$ cat src/rtl/nearest_vector_search_core_defines.svh
// Assertion macros for the nearest vector search core
`ifndef NEAREST_VECTOR_SEARCH_CORE_DEFINES_SVH
`define NEAREST_VECTOR_SEARCH_CORE_DEFINES_SVH

// Check that cons holds in the same cycle as ante
`define NVS_ASSERT_NOW(lbl, ante, cons, msg) \
  lbl: assert property (@(posedge clk_i) disable iff (!rst_ni) (ante) |-> (cons)) \
    else $error(msg);

// Check that cons holds in the cycle after ante
`define NVS_ASSERT_NEXT(lbl, ante, cons, msg) \
  lbl: assert property (@(posedge clk_i) disable iff (!rst_ni) (ante) |=> (cons)) \
    else $error(msg);

`endif

$ cat src/rtl/nvs_pkg.sv
// Types and constants of the nearest vector search core
`default_nettype none

package nvs_pkg;

  localparam int FEATURE_PORTS = 10;
  localparam int FEATURE_COUNT = 10;
  localparam int MAX_SLOTS     = 256;

  localparam int FEAT_W  = 24;
  localparam int DIFF_W  = FEAT_W + 1;
  localparam int SQ_W    = 2 * FEAT_W;
  localparam int SUM_W   = 52;
  localparam int INDEX_W = 8;
  localparam int SLOT_W  = $clog2(MAX_SLOTS);

  localparam logic [SUM_W-1:0] LIMIT_RESET = 52'd655359868928000;

  localparam int TREE_LEVELS = $clog2(FEATURE_COUNT);
  localparam int PIPE_DEPTH  = 2 + TREE_LEVELS;
  localparam int FIFO_DEPTH  = PIPE_DEPTH + 2;
  localparam int PTR_W       = $clog2(FIFO_DEPTH);
  localparam int CNT_W       = $clog2(FIFO_DEPTH + 1);

  typedef enum logic [1:0] {
    OP_LOAD      = 2'd0,
    OP_CANDIDATE = 2'd1,
    OP_EMPTY     = 2'd2
  } op_e;

  typedef struct packed {
    logic valid;
    op_e  op;
    logic last;
  } ctrl_t;

  typedef struct packed {
    logic               found;
    logic [INDEX_W-1:0] winner_index;
    logic [SUM_W-1:0]   best_distance_sq;
  } res_t;

endpackage

`default_nettype wire

$ cat src/rtl/nvs_select.sv
// Running winner compare, slot counter and result formation
`default_nettype none

module nvs_select (
  input  logic                      clk_i,
  input  logic                      rst_ni,
  input  logic [nvs_pkg::SUM_W-1:0] limit_i,
  input  nvs_pkg::ctrl_t            ctrl_i,
  input  logic [nvs_pkg::SUM_W-1:0] sum_i,
  output logic                      push_o,
  output nvs_pkg::res_t             res_o
);
  import nvs_pkg::*;

  logic [SLOT_W-1:0] slot_d, slot_q;
  logic [SLOT_W-1:0] best_slot_d, best_slot_q;
  logic [SUM_W-1:0]  best_sum_d, best_sum_q;
  logic              have_d, have_q;

  always_comb begin
    slot_d      = slot_q;
    best_slot_d = best_slot_q;
    best_sum_d  = best_sum_q;
    have_d      = have_q;
    push_o      = 1'b0;
    res_o       = '0;
    if (ctrl_i.valid) begin
      if (ctrl_i.op == OP_LOAD) begin
        slot_d      = '0;
        best_slot_d = '0;
        have_d      = 1'b0;
      end else begin
        slot_d = (slot_q == SLOT_W'(MAX_SLOTS - 1)) ? '0 : slot_q + 1'b1;
        if (ctrl_i.op == OP_CANDIDATE && sum_i < limit_i &&
            (!have_q || sum_i < best_sum_q)) begin
          best_sum_d  = sum_i;
          best_slot_d = slot_q;
          have_d      = 1'b1;
        end
        if (ctrl_i.last) begin
          push_o                 = 1'b1;
          res_o.found            = have_d;
          res_o.winner_index     = have_d ? INDEX_W'(best_slot_d) : '0;
          res_o.best_distance_sq = have_d ? best_sum_d : limit_i;
          slot_d                 = '0;
          best_slot_d            = '0;
          have_d                 = 1'b0;
        end
      end
    end
  end

  always_ff @(posedge clk_i or negedge rst_ni) begin
    if (!rst_ni) begin
      slot_q      <= '0;
      best_slot_q <= '0;
      have_q      <= 1'b0;
    end else begin
      slot_q      <= slot_d;
      best_slot_q <= best_slot_d;
      have_q      <= have_d;
    end
  end

  always_ff @(posedge clk_i) begin
    best_sum_q <= best_sum_d;
  end

endmodule

`default_nettype wire

$ cat config.mk
export PLATFORM = sky130hd
export DESIGN_NAME = nvs_select
export DESIGN_NICKNAME = d
export VERILOG_FILES = /design/src/rtl/nearest_vector_search_core_defines.svh /design/src/rtl/nvs_pkg.sv /design/src/rtl/nvs_select.sv
export SDC_FILE = /design/constraint.sdc
export NUM_CORES = 1
export LEC_CHECK = 0
export BUFFER_PORTS_ARGS = -buffer_cell sky130_fd_sc_hd__buf_2
export CORE_UTILIZATION = 50
export CTS_CLUSTER_SIZE = 8
export DETAILED_ROUTE_END_ITERATION = 10
export HOLD_SLACK_MARGIN = 0.1
export PLACE_DENSITY_LB_ADDON = 0.05
export SYNTH_ARGS = -nofsm -noshare
export SYNTH_HDL_FRONTEND = slang
export SYNTH_SLANG_ARGS = --single-unit
export TNS_END_PERCENT = 1
$ cat constraint.sdc
create_clock -name clk_i -period 2.95 [get_ports clk_i]
set_input_delay 0 -clock clk_i [delete_from_list [all_inputs] [get_ports clk_i]]
set_output_delay 0 -clock clk_i [all_outputs]
set_load 0.005 [all_outputs]
* Word-level counts from Yosys, hierarchy flattened
Index checks and enable logic that the tools add are counted.
Operators by class: $add $sub $neg 1, order comparisons 2, equal/unequal tests 2, mux-type cells 20, bitwise operators 1, reductions and logical operators 6
Operators with widths (number):
- 61-bit 2-to-1 mux | 3
- 52-bit < comparator | 2
- 52-bit 2-to-1 mux | 2
- 8-bit 2-to-1 mux | 7
- 8-bit by 1-bit adder with 8-bit output (second input constant) | 1
- 8-bit equality test (second input constant) | 1
- 1-bit 2-to-1 mux | 8
- 2-bit by 1-bit equality test with 1-bit output (second input constant) | 1
- 1-bit logical AND | 2
- 2-bit logical NOT | 1
- 2-bit AND reduction | 1
- 1-bit logical NOT | 1
- 1-bit logical OR | 1
- 1-bit NOT | 1
Storage, ports and cells: bits in registers 69, input port bits 110, output and inout port bits 62, word-level logic and storage cells 36

* Depth between registers and ports, before layout
Gate-level depths: netlist (run 1).
depth after elaboration 10, depth in mapped cells 12

* Worst setup path after synthesis (run 1)
OpenSTA, ideal clock, no wires.
path kind register -> register, from reg best_sum_q[42], to reg best_sum_q[31], data pin, arrival time 2.702 ns, setup slack -0.012 ns, stages on the path, launching flop included 13, cell sequence edfxtp_1 inv_1 ha_1 nand4_2 nor4_1 a221o_1 a211o_1 a211o_1 o21ai_4 nand2_2 buf_6 buf_6 mux2_4
On the way: longest elaborated chain between the ends 4
Ends and longest elaborated chain:
- from (decl) | line nvs_select.sv:17 | logic [SUM_W-1:0] best_sum_d, best_sum_q;
- from (signal assigned) | line nvs_select.sv:66 | best_sum_q <= best_sum_d;
- 52-bit < comparator | line nvs_select.sv:35 | (!have_q || sum_i < best_sum_q)) begin
- 1-bit logical OR | line nvs_select.sv:35
- 1-bit logical AND | line nvs_select.sv:34 | if (ctrl_i.op == OP_CANDIDATE && sum_i < limit_i &&
- 52-bit 2-to-1 mux | line nvs_select.sv:34
Every way passes these cells. A chain may end at the register's enable or synchronous reset.

==> flow_metrics.py, run 1 <==
metrics = {
    "layout": {
        "fin_cells": 1175,
        "final_util_pct": 70.86,
        "fillers": 1052,
        "syn_to_final_growth_pct": 36.57,
        "final_area_um2": 9533,
        "nets": 1207,
        "multi_input_area_um2": 4583,
        "antennaDiodeCount": 0,
        "seqCellArea_um2": 1987,
        "drive_gt1_share_pct": 37.44,
    },
    "synth": {
        "yosys-top-cells-area": "edfxtp_1 22%, ha_1 18%, o221a_2 8.1%",
        "syn-num-nets": 948,
        "yosys.area.top_type": "edfxtp_1",
        "avgSynthCellArea_um2": 9.497,
        "synth_edf_count": 52,
        "ys_seq_area_share_pct": 28.46,
        "synth_flop_cell": "edfxtp_1",
        "synth-seq-cells": 69,
        "synth_top_area_share_pct": 22.37,
        "yosysWarnings": 0,
        "syn-cell-area_um2": 6980,
        "post-synth-top-count-cell": "inv_1",
        "synth.distinct_cells": 53,
        "synthArstFlopShare_pct": 24.64,
        "yosys-top-cells-count": "108 x inv_1, 103 x ha_1, 54 x o21a_1, 53 x a21oi_1, 52 x edfxtp_1",
        "netlist_instances": 735,
    },
    "min_path": {
        "hp-class": "in -> async",
    },
    "setup_path": {
        "slowest_stage": "edfxtp_1",
        "cp_max_fo": 18,
        "arrival_ps": 3190,
        "crit_buf_inv": 4,
        "start_kind": "register",
        "required_ps": 2950,
        "cp_top_family": "compound AO/OA/AOI/OAI gates",
        "crit_chain": "inv_2 -> ha_4 -> a21oi_1 -> o21ai_2 -> a221o_1 -> a211o_1 -> a211o_1 -> o21ai_4 -> nand2_4 -> buf_12 -> buf_12 -> o221a_2 -> buf_2",
        "critPathCaptureType": "output port",
        "crit_path_max_incr_delay_ps": 400,
        "crit_type": "reg -> out",
    },
    "place": {
        "hpwl_um": 14620,
        "port_buffers": 171,
        "gp_congestion": 0.8465,
        "dpl-instance-area_um2": 8349,
        "dp.cells": 1095,
    },
    "sta": {
        "rsz0062_at_grt": "true",
        "setup_slack_ps": -240.5,
        "drv_slew": 0,
        "finalCritPeriodShare_pct": 108.2,
        "relSlewSlack_pct": 53.91,
        "whs_ps": 124.2,
        "setup_viol": 95,
        "period_needed_ps": 3190,
        "skew_ps": 4.843,
        "fmax_mhz": 313.4,
        "worst_pin_slew_ps": 691.4,
        "finalHoldViolCount": 0,
    },
    "floorplanning": {
        "die_w_um": 120.2,
        "core_area_um2": 13450,
        "dieArea_um2": 14440,
        "initial_core_util_pct": 51.89,
        "die_h_um": 120.2,
        "io_pins": 172,
        "rows": 42,
    },
    "clocking": {
        "cts_max_level": 3,
        "cts_buffer_depth": 2,
        "cts_tree": "built",
        "numCtsBuffers": 9,
        "worstSkewPairLatency_ps": 340,
        "clkSinkCount": 69,
        "path_clk_slew_ps": 60,
        "cts_root_buf": "clkbuf_16",
    },
    "global_routing": {
        "grt_pass1_wl_um": 33120,
        "grt_usage_pct": 28.96,
        "grt_max_degree": 49,
        "grt_pass1_vias": 6909,
        "grt_overflow_total": 0,
        "antenna_found_initial": 0,
    },
    "routing": {
        "drt_iter0_markers": 386,
        "drt-total-wl_um": 20660,
        "drcViolationCount": 0,
        "dr.pass1.iters": 5,
        "vias": 6875,
        "ant_nets": 0,
        "viasPerCell": 5.851,
        "wl_per_cell_um": 17.58,
    },
    "run_status": {
        "violations": "negative setup slack",
        "outcome": "finished with violations",
    },
    "power_and_ir_drop": {
        "power.density_nw_per_um2": 348.6,
        "power.leakage_nw": 4.670,
        "ir_worst_vdd_mv": 0.3225,
        "power.total_mw": 3.323,
    },
    "job": {
        "maxCapViolations": 0,
    },
}
[cell type report]
cell class	count	share of cell area [%]
clock buffers	12	3.032
clock inverters	4	0.2625
inverters	108	4.253
multi-input cells	524	48.08
flip-flops and latches	69	20.84
well taps	176	2.310
repair buffers	282	21.22
[placed cells by master, fill, tap and decap left out, types with 5 or more instances in the layout]
| cell type | count |
|---|---|
| nand3_1 | 21 |
| o21ai_1 | 5 |
| o21ai_0 | 30 |
| dfrtp_1 | 17 |
| o221a_2 | 49 |
| clkbuf_16 | 11 |
| buf_4 | 41 |
| a311o_1 | 6 |
| nand2b_1 | 6 |
| a21oi_1 | 52 |
| nand2_1 | 47 |
| nand4_1 | 14 |
| nor2_1 | 11 |
| nor3_1 | 10 |
| ha_4 | 8 |
| ha_1 | 95 |
| o21a_1 | 52 |
| a21o_1 | 7 |
| edfxtp_1 | 52 |
| buf_2 | 170 |
| mux2_2 | 32 |
| mux2_4 | 20 |
| inv_1 | 104 |
| buf_12 | 8 |
| buf_6 | 5 |
| dlygate4sd3_1 | 54 |
| nor2b_1 | 10 |
[worst register-to-register path: stages (launching register included)]
cell	delay, ps
edfxtp_1	400
inv_2	90
ha_4	200
a21oi_1	170
o21ai_2	90
a221o_1	320
a211o_1	240
a211o_1	310
o21ai_4	170
nand2_4	140
buf_4	180
bufbuf_16	280
mux2_4	300
[report_power, final]
| part | internal, mW | switching [mW] |
|---|---|---|
| clock network | 0.694 | 0.433 |
| registers | 1.13 | 0.0455 |
| logic | 0.519 | 0.506 |
| total | 2.34 | 0.984 |
[worst paths after layout]
check	start	to	slack, ps	cells past startpoint
hold / removal	rst_ni	best_slot_q[3]$_DFFE_PN0P_	120	2
min in group clk_i	sum_i[19]	best_sum_q[19]$_DFFE_PP_	130	3
setup / recovery	best_sum_q[31]$_DFFE_PP_	res_o[45]	-240	13
max in group asynchronous	rst_ni	best_slot_q[2]$_DFFE_PN0P_	2540	2
hold reg to reg	best_slot_q[1]$_DFFE_PN0P_	best_slot_q[1]$_DFFE_PN0P_	540	1
setup reg to reg	best_sum_q[31]$_DFFE_PP_	best_sum_q[33]$_DFFE_PP_	-180	12
[cell families (layout without fill, tap and decap cells)]
| group | Yosys count | in the layout | synth area share, % |
|---|---|---|---|
| AO/OA/AOI/OAI | 233 | 233 | 25.51 |
| adder cells (fa/ha/maj) | 103 | 103 | 18.46 |
| buffers and inverters | 142 | 406 | 8.317 |
| flip-flops | 69 | 69 | 28.46 |
| multiplexers | 53 | 53 | 9.608 |
| AND/OR/NAND/NOR | 135 | 135 | 9.644 |
[layer usage]
metal | track usage, % | share of wire [%] | vias to the layer above
li1 | - | - | 3278
met1 | 36.84 | 43 | 3298
met2 | 49.39 | 49 | 262
met3 | 4.183 | 5.9 | 37
met4 | 10.94 | 2.1 | 0
met5 | 0 | 0 | -
[stage by stage]
| step | setup TNS, ps | worst slack, ps |
|---|---|---|
| final | -14940 | -240.5 |
| after global routing | -29160 | -384.2 |
| after CTS | -14770 | -233.4 |
| after detailed placement | -2098 | -102.2 |
| after global placement | -90.33 | -8.088 |
| after floorplan | 0 | 14.56 |
[timing repair]
action	4_1_cts	5_1_grt
setup endpoints to repair	118	118
pin swaps	6	0
buffers inserted	7	0
endpoints found under the hold margin	74	1
hold buffers	53	1
gates cloned	3	0
resized for setup	27	7
[flip-flops by register name (all words and copies together) (netlist names)]
| name | count |
|---|---|
| have_q | 1 |
| best_slot_q | 8 |
| slot_q | 8 |
| best_sum_q | 52 |
Note: power is estimated with default switching activity, not from simulation.
==> run 2: changes to the inputs <==
--- a/config.mk
+++ b/config.mk
@@ -5,6 +5,7 @@
 export SDC_FILE = /design/constraint.sdc
 export NUM_CORES = 1
 export LEC_CHECK = 0
+export ABC_AREA = 1
 export BUFFER_PORTS_ARGS = -buffer_cell sky130_fd_sc_hd__buf_2
 export CORE_UTILIZATION = 50
 export CTS_CLUSTER_SIZE = 8
==> run 2 against run 1 <==
The run now ends clean; die area up 5.2%; sequential share of layout area up 0.55 points; cell count up 27%; sequential power about the same; flip-flop and latch count unchanged.
==> flow_metrics.py, run 2 <==
metrics = {
    "run_status": {
        "outcome": "finished, final reports clean",
    },
    "layout": {
        "regMostFlops": "best_sum_q",
        "top_regs": "best_sum_q: 52 flops, best_slot_q: 8 flops, slot_q: 8 flops",
        "final_common_cell": "nand2_1",
        "drive_gt1_share_pct": 19.07,
        "antennaDiodeCount": 0,
        "seqCellArea_um2": 1987,
        "fin_cells": 1491,
        "final_cell_mix": "277 x nand2_1, 256 x inv_1, 171 x buf_2, 124 x nand3_1, 103 x ha_1",
        "final_area_um2": 9289,
        "fillers": 1305,
        "nets": 1519,
        "final_util_pct": 65.90,
        "syn_to_final_growth_pct": 26.43,
        "multi_input_area_um2": 4213,
        "largest_reg_flops": 52,
    },
    "synth": {
        "avgSynthCellArea_um2": 6.759,
        "synth_edf_count": 52,
        "syn-num-nets": 1300,
        "netlist_instances": 1087,
        "synthArstFlopShare_pct": 24.64,
        "post-synth-top-count-cell": "nand2_1",
        "ys_seq_area_share_pct": 27.04,
        "synth_flop_cell": "edfxtp_1",
        "yosys-top-cells-area": "edfxtp_1 21%, ha_1 18%, nand2_1 14%",
        "synth.distinct_cells": 27,
        "yosysWarnings": 0,
        "yosys.area.top_type": "edfxtp_1",
        "synth_top_area_share_pct": 21.25,
        "syn-cell-area_um2": 7347,
        "yosys-top-cells-count": "278 x nand2_1, 256 x inv_1, 124 x nand3_1, 103 x ha_1, 70 x o21ai_0",
        "synth-seq-cells": 69,
    },
    "power_and_ir_drop": {
        "pwr-share-comb_pct": 31.1,
        "ir_worst_vdd_mv": 0.2411,
        "power.net_switching_mw": 1.024,
        "power.leakage_nw": 5.683,
        "power.density_nw_per_um2": 341.3,
        "netSwitchingFraction_pct": 32.29,
        "power.total_mw": 3.170,
        "seqPwrFrac_pct": 37.1,
        "p_clk_share_pct": 31.9,
        "power.internal_mw": 2.147,
    },
    "floorplanning": {
        "io_pins": 172,
        "dieArea_um2": 15180,
        "core_area_um2": 14100,
        "die_w_um": 123.2,
        "initial_core_util_pct": 52.12,
        "die_h_um": 123.2,
        "rows": 43,
    },
    "place": {
        "gp_congestion": 0.7814,
        "place_worst_setup_slack_ps": 443.0,
        "hpwl_um": 13500,
        "dp.cells": 1414,
        "port_buffers": 171,
        "dpl-instance-area_um2": 8347,
    },
    "setup_path": {
        "cp_max_fo": 37,
        "start_kind": "primary input",
        "critPathLaunch": "sum_i[13]",
        "reg2regPathDepth": 13,
        "reg2reg_from": "best_sum_q[47]$_DFFE_PP_",
        "crit_type": "in -> out",
        "required_ps": 2950,
        "reg2reg_to": "best_slot_q[4]$_DFFE_PN0P_",
        "regToRegSetupSlack_ps": 590,
        "critPathCaptureType": "output port",
        "arrival_ps": 2740,
    },
    "routing": {
        "drcViolationCount": 0,
        "dr.pass1.iters": 8,
        "drt_iter0_markers": 320,
        "viasPerCell": 4.940,
        "vias": 7365,
        "drt-total-wl_um": 18940,
        "ant_nets": 0,
        "wl_per_cell_um": 12.70,
    },
    "sta": {
        "whs_ps": 117.9,
        "setup_viol": 0,
        "skew_ps": 8.391,
        "relSlewSlack_pct": 51.43,
        "drv_slew": 0,
        "finalHoldViolCount": 0,
        "fmax_mhz": 365.1,
        "period_needed_ps": 2739,
        "finalCritPeriodShare_pct": 92.84,
        "worst_pin_slew_ps": 728.5,
        "setup_slack_ps": 211.2,
        "setup_tns_ps": 0,
    },
    "clocking": {
        "cts_tree": "built",
        "path_clk_slew_ps": 60,
        "clkSinkCount": 69,
        "worstSkewPairLatency_ps": 340,
        "cts_max_level": 3,
        "cts_root_buf": "clkbuf_16",
        "cts_buffer_depth": 2,
        "numCtsBuffers": 9,
    },
    "global_routing": {
        "grt_max_degree": 61,
        "grt_pass1_vias": 6591,
        "grt_overflow_total": 0,
        "antenna_found_initial": 0,
        "grt_pass1_wl_um": 30570,
        "grt_usage_pct": 25.49,
    },
    "min_path": {
        "hp-class": "in -> async",
    },
    "job": {
        "maxCapViolations": 0,
    },
}
==> run 2: cell count changes after synthesis, sizes merged, moves of 9 or more <==
cell	delta
a21oi	-10
buf	+11
clkbuf	-9
inv	+149
mux2	-52
nand2	+254
nand3	+113
nand4	-9
nor2	+29
nor2b	-10
o21a	-50
o21ai	+33
o221a	-52
==> run 2: cell families after synthesis <==
| kind of cell | Yosys count | share of synthesized area, % |
|---|---|---|
| AOI/OAI and AO/OA | 129 | 9.265 |
| xor gates and xnor gates | 3 | 0.3577 |
| adders and majority gates | 103 | 17.54 |
| buffers and inverters | 293 | 16.52 |
| DFF | 69 | 27.04 |
| and+or+nand+nor | 490 | 29.27 |
==> run 2: critical path, cell delays in order <==
cell           delay [ps]
dlygate4sd3_1         520
buf_2                 140
ha_1                  290
nand2_1                60
inv_1                  30
o21bai_1              130
nand2_1                90
a21oi_1               200
nand3_1               130
nand2_1               140
nand2_4               120
inv_4                 130
buf_12                230
nand3_1               120
nand3_1               110
nand2_1                60
inv_1                 100
buf_2                 120
==> run 2: per-layer routing <==
metal	track usage (%)	wire length, µm	up-vias
met1	33.95	8835	3299
met5	0	0	-
met3	2.860	800	15
li1	-	-	3886
met2	43.47	9087	165
met4	7.229	214	0
==> run 2: cell type report <==
class	instances	area share, %
repair buffers	243	17.46
multi-input cells	726	45.35
well taps	180	2.425
clock buffers	10	2.573
clock inverters	6	0.3906
inverters	257	10.41
flip-flops and latches	69	21.39
==> run 2: worst max-delay path by stage <==
stage / end / depth (start not counted)
2_1_floorplan: res_o[52] / 7
3_3_place_gp: res_o[33] / 18
3_5_place_dp: res_o[33] / 18
4_1_cts: res_o[35] / 18
5_1_grt: res_o[46] / 18
6_report: res_o[0] / 18
==> run 2: power groups by stage <==
stage               clock network [mW]  registers, mW  logic (mW)
finish                            1.01           1.17       0.985
global route                      1.07           1.18        1.13
CTS                               1.04           1.17       0.967
detailed placement                   0           1.19       0.906
global placement                     0           1.19       0.896
floorplan                            0           1.19       0.612
==> run 2: timing repair <==
action,4_1_cts,5_1_grt
resized for setup,0,17
endpoints found under the hold margin,83,0
setup endpoints to repair,0,61
setup buffers,0,6
hold buffers,54,0
